### src/sha256_pkg.sv
`timescale 1ns / 1ps
// ----------------------------------------------------------------------------
// SHA-256 package
// Round constants, initial hash values, item type and round helpers.
// ----------------------------------------------------------------------------
package sha256_pkg;

    typedef struct packed {
        logic [7:0] data_byte;
        logic       byte_present;
        logic       end_of_message;
    } item_t;

    localparam logic [7:0] PadByte = 8'h80;

    localparam logic [31:0] RoundK [64] = '{
        32'h428a2f98, 32'h71374491, 32'hb5c0fbcf, 32'he9b5dba5,
        32'h3956c25b, 32'h59f111f1, 32'h923f82a4, 32'hab1c5ed5,
        32'hd807aa98, 32'h12835b01, 32'h243185be, 32'h550c7dc3,
        32'h72be5d74, 32'h80deb1fe, 32'h9bdc06a7, 32'hc19bf174,
        32'he49b69c1, 32'hefbe4786, 32'h0fc19dc6, 32'h240ca1cc,
        32'h2de92c6f, 32'h4a7484aa, 32'h5cb0a9dc, 32'h76f988da,
        32'h983e5152, 32'ha831c66d, 32'hb00327c8, 32'hbf597fc7,
        32'hc6e00bf3, 32'hd5a79147, 32'h06ca6351, 32'h14292967,
        32'h27b70a85, 32'h2e1b2138, 32'h4d2c6dfc, 32'h53380d13,
        32'h650a7354, 32'h766a0abb, 32'h81c2c92e, 32'h92722c85,
        32'ha2bfe8a1, 32'ha81a664b, 32'hc24b8b70, 32'hc76c51a3,
        32'hd192e819, 32'hd6990624, 32'hf40e3585, 32'h106aa070,
        32'h19a4c116, 32'h1e376c08, 32'h2748774c, 32'h34b0bcb5,
        32'h391c0cb3, 32'h4ed8aa4a, 32'h5b9cca4f, 32'h682e6ff3,
        32'h748f82ee, 32'h78a5636f, 32'h84c87814, 32'h8cc70208,
        32'h90befffa, 32'ha4506ceb, 32'hbef9a3f7, 32'hc67178f2
    };

    localparam logic [31:0] InitHash [8] = '{
        32'h6a09e667, 32'hbb67ae85, 32'h3c6ef372, 32'ha54ff53a,
        32'h510e527f, 32'h9b05688c, 32'h1f83d9ab, 32'h5be0cd19
    };

    function automatic logic [31:0] ror32(input logic [31:0] x, input int n);
        ror32 = (x >> n) | (x << (32 - n));
    endfunction

endpackage

### src/sha256_item_fifo.sv
`timescale 1ns / 1ps
// ----------------------------------------------------------------------------
// SHA-256 item queue
// Short register queue between the intake and the compression engine.
// ----------------------------------------------------------------------------
module sha256_item_fifo
    import sha256_pkg::*;
#(
    parameter int Depth = 4
) (
    input  logic  clk,
    input  logic  rst_n,
    input  logic  push,
    input  item_t push_item,
    output logic  full,
    input  logic  pop,
    output item_t pop_item,
    output logic  empty
);
    localparam int Aw = (Depth > 1) ? $clog2(Depth) : 1;

    item_t             mem_reg [Depth];
    logic [Aw-1:0]     wr_reg, wr_next, rd_reg, rd_next;
    logic [Aw:0]       cnt_reg, cnt_next;
    logic              do_push, do_pop;

    assign full     = (cnt_reg == (Aw+1)'(Depth));
    assign empty    = (cnt_reg == '0);
    assign pop_item = mem_reg[rd_reg];
    assign do_push  = push && !full;
    assign do_pop   = pop && !empty;

    always_comb
    begin
        wr_next  = wr_reg;
        rd_next  = rd_reg;
        cnt_next = cnt_reg;
        if (do_push)
        begin
            wr_next = (wr_reg == Aw'(Depth - 1)) ? '0 : wr_reg + 1'b1;
        end
        if (do_pop)
        begin
            rd_next = (rd_reg == Aw'(Depth - 1)) ? '0 : rd_reg + 1'b1;
        end
        if (do_push && !do_pop)
        begin
            cnt_next = cnt_reg + 1'b1;
        end
        else if (do_pop && !do_push)
        begin
            cnt_next = cnt_reg - 1'b1;
        end
    end

    always_ff @(posedge clk or negedge rst_n)
    begin
        if (!rst_n)
        begin
            wr_reg  <= '0;
            rd_reg  <= '0;
            cnt_reg <= '0;
        end
        else
        begin
            wr_reg  <= wr_next;
            rd_reg  <= rd_next;
            cnt_reg <= cnt_next;
        end
    end

    always_ff @(posedge clk)
    begin
        if (do_push)
        begin
            mem_reg[wr_reg] <= push_item;
        end
    end

    a_cnt_bound: assert property (@(posedge clk) disable iff (!rst_n)
        cnt_reg <= (Aw+1)'(Depth))
        else $error("queue count overflow");
    a_cnt_up: assert property (@(posedge clk) disable iff (!rst_n)
        (do_push && !do_pop) |=> cnt_reg == $past(cnt_reg) + 1'b1)
        else $error("queue count did not rise");
    a_cnt_down: assert property (@(posedge clk) disable iff (!rst_n)
        (do_pop && !do_push) |=> cnt_reg == $past(cnt_reg) - 1'b1)
        else $error("queue count did not fall");

endmodule

### src/sha256_engine.sv
`timescale 1ns / 1ps
// ----------------------------------------------------------------------------
// SHA-256 engine
// Packs bytes, pads, runs one round per cycle and emits the digest words.
// ----------------------------------------------------------------------------
module sha256_engine
    import sha256_pkg::*;
(
    input  logic        clk,
    input  logic        rst_n,
    input  logic        item_valid,
    input  item_t       item,
    output logic        item_take,
    output logic        empty,
    input  logic        pop,
    output logic [31:0] digest_word,
    output logic [2:0]  word_number,
    output logic        final_word
);
    localparam logic [2:0] StIdle  = 3'd0;
    localparam logic [2:0] StRound = 3'd1;
    localparam logic [2:0] StAdd   = 3'd2;
    localparam logic [2:0] StPad   = 3'd3;
    localparam logic [2:0] StOut   = 3'd4;

    logic [2:0]  state_reg, state_next;
    logic [31:0] h_reg [8];
    logic [31:0] v_reg [8];
    logic [31:0] w_reg [16];
    logic [5:0]  fill_reg;
    logic [63:0] bits_reg;
    logic [5:0]  round_reg;
    logic        final_reg;   // compression is the last one of the message
    logic        pad2_reg;    // pad block without length, a second one follows
    logic        next_reg;    // padding goes on after this compression
    logic        lead_reg;    // pad byte still to be placed at the fill slot
    logic [2:0]  out_reg;

    logic [31:0] s0w, s1w, wnew, wcur;
    logic [31:0] big0, big1, ch, maj, t1, t2;
    logic [5:0]  pos;
    logic [1:0]  lane;
    logic [3:0]  word_idx;

    assign wcur = w_reg[0];
    assign s0w  = ror32(w_reg[1], 7) ^ ror32(w_reg[1], 18) ^ (w_reg[1] >> 3);
    assign s1w  = ror32(w_reg[14], 17) ^ ror32(w_reg[14], 19) ^ (w_reg[14] >> 10);
    assign wnew = w_reg[0] + s0w + w_reg[9] + s1w;
    assign big1 = ror32(v_reg[4], 6) ^ ror32(v_reg[4], 11) ^ ror32(v_reg[4], 25);
    assign ch   = (v_reg[4] & v_reg[5]) ^ (~v_reg[4] & v_reg[6]);
    assign t1   = v_reg[7] + big1 + ch + RoundK[round_reg] + wcur;
    assign big0 = ror32(v_reg[0], 2) ^ ror32(v_reg[0], 13) ^ ror32(v_reg[0], 22);
    assign maj  = (v_reg[0] & v_reg[1]) ^ (v_reg[0] & v_reg[2]) ^ (v_reg[1] & v_reg[2]);
    assign t2   = big0 + maj;

    assign pos      = fill_reg;
    assign word_idx = pos[5:2];
    assign lane     = pos[1:0];

    assign item_take   = (state_reg == StIdle) && item_valid;
    assign empty       = (state_reg != StOut);
    assign digest_word = h_reg[out_reg];
    assign word_number = out_reg;
    assign final_word  = (out_reg == 3'd7);

    always_comb
    begin
        state_next = state_reg;
        unique case (state_reg)
            StIdle:
            begin
                if (item_valid)
                begin
                    if (item.byte_present && fill_reg == 6'd63)
                    begin
                        state_next = StRound;
                    end
                    else if (item.end_of_message)
                    begin
                        state_next = StPad;
                    end
                end
            end
            StRound:
            begin
                if (round_reg == 6'd63)
                begin
                    state_next = StAdd;
                end
            end
            StAdd:
            begin
                if (final_reg)
                begin
                    state_next = StOut;
                end
                else if (next_reg)
                begin
                    state_next = StPad;
                end
                else
                begin
                    state_next = StIdle;
                end
            end
            StPad:
            begin
                // one byte slot a cycle until the block is ready
                if (pad2_reg && pos == 6'd63)
                begin
                    state_next = StRound;
                end
                else if (!pad2_reg && pos == 6'd55)
                begin
                    state_next = StRound;
                end
            end
            StOut:
            begin
                if (pop && out_reg == 3'd7)
                begin
                    state_next = StIdle;
                end
            end
            default:
            begin
                state_next = StIdle;
            end
        endcase
    end

    always_ff @(posedge clk or negedge rst_n)
    begin
        if (!rst_n)
        begin
            state_reg <= StIdle;
            fill_reg  <= '0;
            bits_reg  <= '0;
            round_reg <= '0;
            final_reg <= 1'b0;
            pad2_reg  <= 1'b0;
            next_reg  <= 1'b0;
            lead_reg  <= 1'b0;
            out_reg   <= '0;
            for (int i = 0; i < 8; i++)
            begin
                h_reg[i] <= InitHash[i];
            end
        end
        else
        begin
            state_reg <= state_next;
            unique case (state_reg)
                StIdle:
                begin
                    if (item_valid)
                    begin
                        if (item.byte_present)
                        begin
                            bits_reg <= bits_reg + 64'd8;
                            fill_reg <= fill_reg + 1'b1;
                        end
                        if (item.byte_present && fill_reg == 6'd63)
                        begin
                            // full block; a closing byte leaves padding for a new block
                            final_reg <= 1'b0;
                            pad2_reg  <= 1'b0;
                            next_reg  <= item.end_of_message;
                            lead_reg  <= item.end_of_message;
                        end
                        else if (item.end_of_message)
                        begin
                            // pad byte goes into the slot after the last byte
                            lead_reg <= 1'b1;
                            next_reg <= 1'b0;
                            pad2_reg <= ((item.byte_present ? fill_reg + 6'd1 : fill_reg)
                                         >= 6'd56);
                        end
                    end
                end
                StRound:
                begin
                    round_reg <= round_reg + 1'b1;
                end
                StAdd:
                begin
                    for (int i = 0; i < 8; i++)
                    begin
                        h_reg[i] <= h_reg[i] + v_reg[i];
                    end
                end
                StPad:
                begin
                    fill_reg <= pos + 1'b1;
                    lead_reg <= 1'b0;
                    if ((pad2_reg && pos == 6'd63) || (!pad2_reg && pos == 6'd55))
                    begin
                        final_reg <= !pad2_reg;
                        next_reg  <= pad2_reg;
                        pad2_reg  <= 1'b0;
                        fill_reg  <= '0;
                    end
                end
                StOut:
                begin
                    if (pop)
                    begin
                        out_reg <= out_reg + 1'b1;
                        if (out_reg == 3'd7)
                        begin
                            for (int i = 0; i < 8; i++)
                            begin
                                h_reg[i] <= InitHash[i];
                            end
                            bits_reg  <= '0;
                            fill_reg  <= '0;
                            final_reg <= 1'b0;
                        end
                    end
                end
                default:
                begin
                end
            endcase
        end
    end

    // datapath, no reset
    always_ff @(posedge clk)
    begin
        if (state_reg == StIdle && item_valid)
        begin
            if (item.byte_present)
            begin
                w_reg[word_idx][(3 - lane) * 8 +: 8] <= item.data_byte;
            end
            if (item.byte_present && fill_reg == 6'd63)
            begin
                for (int i = 0; i < 8; i++)
                begin
                    v_reg[i] <= h_reg[i];
                end
            end
        end
        else if (state_reg == StPad)
        begin
            if (pos <= 6'd55 || pad2_reg)
            begin
                w_reg[word_idx][(3 - lane) * 8 +: 8] <= lead_reg ? PadByte : 8'h00;
            end
            if ((pad2_reg && pos == 6'd63) || (!pad2_reg && pos == 6'd55))
            begin
                if (!pad2_reg)
                begin
                    w_reg[14] <= bits_reg[63:32];
                    w_reg[15] <= bits_reg[31:0];
                end
                for (int i = 0; i < 8; i++)
                begin
                    v_reg[i] <= h_reg[i];
                end
            end
        end
        else if (state_reg == StRound)
        begin
            for (int i = 0; i < 15; i++)
            begin
                w_reg[i] <= w_reg[i + 1];
            end
            w_reg[15] <= wnew;
            v_reg[7] <= v_reg[6];
            v_reg[6] <= v_reg[5];
            v_reg[5] <= v_reg[4];
            v_reg[4] <= v_reg[3] + t1;
            v_reg[3] <= v_reg[2];
            v_reg[2] <= v_reg[1];
            v_reg[1] <= v_reg[0];
            v_reg[0] <= t1 + t2;
        end
    end

    a_take_idle: assert property (@(posedge clk) disable iff (!rst_n)
        item_take |-> state_reg == StIdle)
        else $error("item taken while busy");
    a_round_zero: assert property (@(posedge clk) disable iff (!rst_n)
        (state_reg == StIdle) |-> round_reg == 6'd0)
        else $error("round count not zero between blocks");
    a_out_done: assert property (@(posedge clk) disable iff (!rst_n)
        (state_reg == StOut && pop && out_reg == 3'd7) |=> state_reg == StIdle)
        else $error("digest drain did not finish");

endmodule

### src/sha256_byte_stream_hasher_unit.sv
`timescale 1ns / 1ps
// ----------------------------------------------------------------------------
// SHA-256 byte stream hasher
// Hashes a byte stream and emits the 256-bit digest as eight 32-bit words.
// ----------------------------------------------------------------------------
// Input channel: push/full. Each transaction carries data_byte, byte_present
// and end_of_message. A transaction with end_of_message set closes the
// message (byte_present low hashes without adding a byte).
// A small queue decouples intake from the engine, so a few bytes are
// absorbed while a block is being compressed.
// Engine: a stored byte is taken only while the engine is idle; the 64th byte
// of a block starts the compression rounds (one round per cycle) and an add
// step. Closing a message walks the pad slots one per cycle, up to 56, or
// up to 8 and then 56 more, with one or two compressions.
// Result channel: empty/pop. Eight transactions carry digest_word 0..7,
// word_number and final_word on the last. A stalled receiver holds the
// engine in its output phase; the queue then fills and full is raised.
// After the eighth word the hash state returns to the initial values.
// Reset clears all control state at once.
// ----------------------------------------------------------------------------
module sha256_byte_stream_hasher_unit
    import sha256_pkg::*;
#(
    parameter int QueueDepth = 4
) (
    input  logic        clk,
    input  logic        rst_n,
    input  logic        push,
    output logic        full,
    input  logic [7:0]  data_byte,
    input  logic        byte_present,
    input  logic        end_of_message,
    output logic        empty,
    input  logic        pop,
    output logic [31:0] digest_word,
    output logic [2:0]  word_number,
    output logic        final_word
);
    item_t in_item, q_item;
    logic  q_empty, q_take;

    assign in_item = '{data_byte: data_byte, byte_present: byte_present,
                       end_of_message: end_of_message};

    sha256_item_fifo #(
        .Depth (QueueDepth)
    ) u_fifo (
        .clk       (clk),
        .rst_n     (rst_n),
        .push      (push),
        .push_item (in_item),
        .full      (full),
        .pop       (q_take),
        .pop_item  (q_item),
        .empty     (q_empty)
    );

    sha256_engine u_engine (
        .clk         (clk),
        .rst_n       (rst_n),
        .item_valid  (!q_empty),
        .item        (q_item),
        .item_take   (q_take),
        .empty       (empty),
        .pop         (pop),
        .digest_word (digest_word),
        .word_number (word_number),
        .final_word  (final_word)
    );

    a_word_order: assert property (@(posedge clk) disable iff (!rst_n)
        (!empty && pop && !final_word) |=> !empty && word_number == $past(word_number) + 3'd1)
        else $error("digest words out of order");
    a_final_flag: assert property (@(posedge clk) disable iff (!rst_n)
        !empty |-> final_word == (word_number == 3'd7))
        else $error("final flag mismatch");
    a_start_zero: assert property (@(posedge clk) disable iff (!rst_n)
        $fell(empty) |-> word_number == 3'd0)
        else $error("digest does not start at word zero");

endmodule
### config.mk
export PLATFORM = sky130hd
export DESIGN_NAME = sha256_byte_stream_hasher_unit
export DESIGN_NICKNAME = d
export VERILOG_FILES = /design/src/sha256_pkg.sv /design/src/sha256_item_fifo.sv /design/src/sha256_engine.sv /design/src/sha256_byte_stream_hasher_unit.sv
export SDC_FILE = /design/constraint.sdc
export NUM_CORES = 2
export LEC_CHECK = 0
export BUFFER_PORTS_ARGS = -buffer_cell sky130_fd_sc_hd__buf_2
export CAP_MARGIN = 10
export CORE_ASPECT_RATIO = 0.5
export CORE_MARGIN = 5
export CORE_UTILIZATION = 45
export CTS_CLUSTER_SIZE = 14
export DETAILED_ROUTE_END_ITERATION = 12
export PLACE_DENSITY = 0.6
export RECOVER_POWER = 100
export SYNTH_ARGS = -nofsm -noshare
export SYNTH_HDL_FRONTEND = slang
export SYNTH_SLANG_ARGS = --single-unit
### constraint.sdc
create_clock -name clk -period 7.95 [get_ports clk]
set_clock_uncertainty 0.1 [all_clocks]
set_input_delay 1.59 -clock clk [delete_from_list [all_inputs] [get_ports clk]]
set_output_delay 1.59 -clock clk [all_outputs]
set_load 0.1 [all_outputs]
=== Word-level counts from Yosys, hierarchy flattened ===
Memory sizes are Yosys's and may differ from the RTL's.
Index checks and enable logic that the tools add are counted.

* Flip-flop bits (word level): 349
* Bits in latches: 0
* Memory bits (writable): 808
* ROM bits: 2048
* Output and inout bits: 38
* Memories: 4

{| class="wikitable"
|+ Memories
! name !! words !! width !! rd ports !! clocked after memory_dff !! wr ports !! RTL line !! RTL
|-
| (name not given) || 64 || 32 || 1 || 0 || 0 || sha256_engine.sv:51 || <nowiki>assign t1 = v_reg[7] + big1 + ch + RoundK[round_reg] + wcur;</nowiki>
|-
| u_engine.w_reg || 16 || 32 || 16 || 0 || 16 || sha256_engine.sv:29 || <nowiki>logic [31:0] w_reg [16];</nowiki>
|-
| u_engine.v_reg || 8 || 32 || 8 || 0 || 8 || sha256_engine.sv:28 || <nowiki>logic [31:0] v_reg [8];</nowiki>
|-
| u_fifo.mem_reg || 4 || 10 || 1 || 0 || 1 || sha256_item_fifo.sv:22 || <nowiki>item_t mem_reg [Depth];</nowiki>
|}

* Add/subtract/negate cells: 28
* $mul: 0
* Div/mod/pow operators: 0
* $lt $le $gt $ge: 4
* Eq/ne operators: 22
* Shifts and indexed selects: 3
* Muxes and demuxes: 132
* Bitwise logic cells: 79
* Reductions and logical operators: 32

{| class="wikitable"
|+ Operators by type and width
! kind !! count
|-
| $mux W32 || 26
|-
| $add A32 B32 Y32 || 18
|-
| $mux W256 || 2
|-
| $pmux W256 S2 || 1
|-
| $xor A32 B32 Y32 || 9
|-
| $mux W64 || 4
|-
| $and A32 B32 Y32 || 5
|-
| $pmux W64 S2 || 1
|-
| $bmux W32 S3 || 1
|-
| $mux W1 || 71
|-
| $shiftx A8 B34 Y32 || 2
|-
| $add A64 B4 Y64 const B || 1
|-
| $or A1 B1 Y1 || 50
|-
| $neg A32 Y34 || 1
|-
| $shift A8 B34 Y32 const A || 1
|-
| $not A32 Y32 || 1
|-
| $or A10 B32 Y32 || 1
|-
| $or A13 B32 Y32 || 1
|-
| $or A14 B32 Y32 || 1
|-
| $or A15 B32 Y32 || 1
|-
| $or A19 B32 Y32 || 1
|-
| $or A21 B32 Y32 || 1
|-
| $or A25 B32 Y32 || 1
|-
| $or A26 B32 Y32 || 1
|-
| 46 further kinds || 98
|}

=== Longest topological paths before layout ===
An unclocked memory read counts as a cell.

* Depth after elaboration: 10
* Gate-level depth with buffers: 38

=== Cells and area by module ===
Synthesis repeated with hierarchy kept, for this count alone.

* Cells, all modules: 7414
* Area, all modules: 75917.8 um2

{| class="wikitable"
|+ Modules (own cells, without submodules)
! module !! times used !! cells an instance !! area an instance (um2)
|-
| sha256_engine || 1 || 7324 || 74028.5
|-
| sha256_item_fifo || 1 || 89 || 1885.6
|-
| sha256_byte_stream_hasher_unit || 1 || 1 || 3.8
|}

=== Worst setup path after synthesis ===
OpenSTA, ideal clock, no wires.

* Path kind: register to register
* Start point: register u_engine.round_reg[1]
* End point: memory u_engine.v_reg[0][31], data pin
* Library setup time: 0.263 ns
* Arrival: 8.136 ns
* Setup slack: -0.549 ns
* Stages on the path, launching flop included: 35
* Clock period less this slack: 8.499 ns
* Path through: dfrtp_1 > clkinv_1 > ha_1 > clkbuf_1 > or2_2 > clkbuf_1 > nand3_1 > o31ai_1 > mux4_2 > fa_1 > fa_1 > fa_1 > inv_1 > ha_1 > a21o_1 > a21o_1 > o21a_1 > o311a_1 > a221oi_2 > nand2b_1 > a21oi_1 > xnor2_1 > fa_1 > ha_1 > clkbuf_1 > and4_1 > nand2_1 > a2111oi_0 > nor2_1 > a41oi_1 > a21oi_1 > a31oi_1 > xnor2_1 > xnor2_1 > o21ai_1

{| class="wikitable"
|+ RTL lines
! what !! RTL line !! RTL
|-
| start, declared || sha256_engine.sv:32 || <nowiki>logic [5:0] round_reg;</nowiki>
|-
| start signal, assigned || sha256_engine.sv:183 || <nowiki>round_reg <= round_reg + 1'b1;</nowiki>
|-
| end, declared || sha256_engine.sv:28 ||
|}

==> run metrics <==
initial antenna violation count 5; num rows 106; EDFF count, synth ~810; Skew-Pair Late Insertion Delay approximately 0.77 ns; period utilization 101%; drt pass-1 iters 5; post-synth top area share 31.9%; Die Area 178000 um2; CTS tree done; Max-Cap Viols 1; most common cell after layout, fill and taps aside nand2_1; Synth Cell Area around 76000 um2; initial drt markers roughly 6700; CTS root buffer clkbuf_16; largest area contributor in the netlist edfxtp_1; GR Util All Layers between 20% and 30%; Post-Syn Nets 8059; commonest non-fill, non-tap cells in the layout nand2_1, edfxtp_1, a21o_1; layout cells sized above 1 14.5%; dpl hpwl 189 mm; RSZ-0062 raised after global routing yes; CTS clk-pin slew, worst paths 0.07 ns; min Tclk post-route around 8.0 ns; fillers 15200; Slowest-stage cell, CP fa_1; total gr overflow 0; CP Max Fanout 4; DIE HEIGHT 301 um; drt total wl 258 mm; final worst slack -0.0454 ns; CTS HTree Levels 3; Core ar. 168000 um2; TritonCTS Sinks 1154; f_max 0.125 GHz; vias 60100; CP top delay family adder cells; Critical Path AT 8.35 ns; Layout area overhead 12.7%; WS Path Type flip-flop to flip-flop; Syn Inst Count 7443; largest net degree at the start of global routing 244; Slew Viols, Final 97; CTS Buf Count 110; synthesis-stage register bit count 1154; status finished, violations left; global-route wire length before repair 378 mm; Initial Util 45.4%; Critical Path End Type flip-flop; Synth area leaders edfxtp_1, dfrtp_1, ha_1; fin cells ~10000; Crit path largest cell delay 0.59 ns; number of distinct library cells after synthesis 96; I/O pin total 52; vias in the first global route around 57000; Synth Area per Inst a little over 10 um2; nature of the critical path startpoint flip-flop; post-placement cell area 81300 um2; ANT nets after route 0; IO buf count slightly above 50; worst path buffer plus inverter count 6; Setup Viol. Count Final 1; Yosys warnings 0; required time of the worst setup path 8.31 ns; max reg flops between 500 and 600; min-delay worst type flip-flop to flip-flop; chip width ~590 um; asr flop ratio synth approximately 30%; DR WL/cell 25.7 um; Worst-Margin Slew roughly 5.4 ns; sequential share of the synthesized area 43.5%; final net count 8269; Via density 6.00; commonest register cell after synthesis edfxtp_1; CTS Buffer Depth 3; # hold bufs at CTS 0; DRC Markers 0; slew margin rel. -263%; GPL Wtd Cong 1.01; Placed Instances 9790; Final Hold Vio Count 0; failing checks capacitance limit, slew limit, setup timing; fin area between 80000 and 90000 um2
stage by stage:
step	setup slack, ns	TNS (ns)	utilization (%)	hold WS (ns)
2_1_floorplan	-0.00229	-0.00229	-	0.347
3_3_place_gp	-0.295	-2.15	48.6	0.368
3_5_place_dp	-0.381	-3.12	48.6	0.371
4_1_cts	0.00261	0	50.9	0.382
5_1_grt	-0.423	-3.24	51.1	0.402
6_report	-0.0454	-0.0454	51.1	0.382
cell usage after synthesis, types with 13 or more instances:
cell type / n
clkbuf_1: 396
o21a_1: 58
nor3_1: 123
nor4_1: 15
a21oi_1: 468
buf_1: 34
nand3_1: 177
o22ai_1: 19
a21o_1: 595
or3_1: 30
xor2_1: 250
nor2_1: 376
nor2b_1: 48
o31ai_1: 43
ha_1: 406
dfrtp_1: 210
inv_1: 299
dfstp_2: 136
nand4_1: 32
a31oi_1: 62
a221o_1: 39
mux2i_1: 42
a211o_1: 14
and3_1: 52
xnor2_1: 377
a211oi_1: 48
mux2_2: 43
and2_1: 41
and4_1: 13
o21bai_1: 36
edfxtp_1: 808
nand2b_1: 68
or2_2: 22
nand2_1: 980
fa_1: 196
o21ai_0: 509
o211ai_1: 29
mux4_2: 81
maj3_1: 30
layout make-up:
cell class | instances | area [um2] | share of cell area, %
sequential | 1154 | 33100 | 38.6
antenna | 4 | 10.0 | 0.0117
clock buffer | 146 | 2980 | 3.48
clock inverter | 55 | 631 | 0.736
multi-input combinational | 5551 | 40900 | 47.7
timing repair buffer | 535 | 4080 | 4.76
inverter | 301 | 1140 | 1.33
tap | 2268 | 2840 | 3.31
path summary, 6_finish.rpt:
check | startpoint | endpoint | slack (ns) | cells past startpoint
setup / recovery | u_engine.round_reg[0] | u_engine.v_reg[0][31] | -0.05 | 33
hold reg to reg | u_fifo.cnt_reg[2] | u_fifo.cnt_reg[2] | 0.38 | 1
min in group asynchronous | rst_n | u_fifo.wr_reg[1] | 2.90 | 1
setup reg to reg | u_engine.round_reg[0] | u_engine.v_reg[0][31] | -0.05 | 33
hold / removal | u_fifo.cnt_reg[2] | u_fifo.cnt_reg[2] | 0.38 | 1
max in group asynchronous | rst_n | u_engine.round_reg[3] | 0.97 | 1
routing by layer:
layer	global-route usage, %	vias to the layer above	wire length, um
li1	-	27200	-
met1	41.5	30000	114000
met2	42.5	2462	111000
met3	4.60	448	21400
met4	10.0	0	10700
met5	0	-	0
timing repair:
| item | in CTS | in global routing |
|---|---|---|
| endpoints found under the setup margin | 17 | 31 |
| pin swaps | 50 | 63 |
| gates resized for setup | 61 | 77 |
| setup buffers | 9 | 4 |
kinds of logic (layout without fill, tap and decap cells):
| kind of cell | Yosys count | after routing | synth area share, % |
|---|---|---|---|
| AO/OA/AOI/OAI | 2101 | 2101 | 17.9 |
| AND/OR/NAND/NOR | 2025 | 2025 | 11.9 |
| flip-flops | 1154 | 1154 | 43.5 |
| buffers and inverters | 738 | 1037 | 3.66 |
| adder cells (fa/ha/maj) | 632 | 632 | 12.2 |
| XOR/XNOR | 627 | 627 | 7.22 |
| multiplexers | 166 | 166 | 3.59 |
| other | 0 | 4 | 0 |
Power is left out: the tool's default activity adds up to more than one toggle a clock period on the data nets, which glitch-free logic cannot reach.
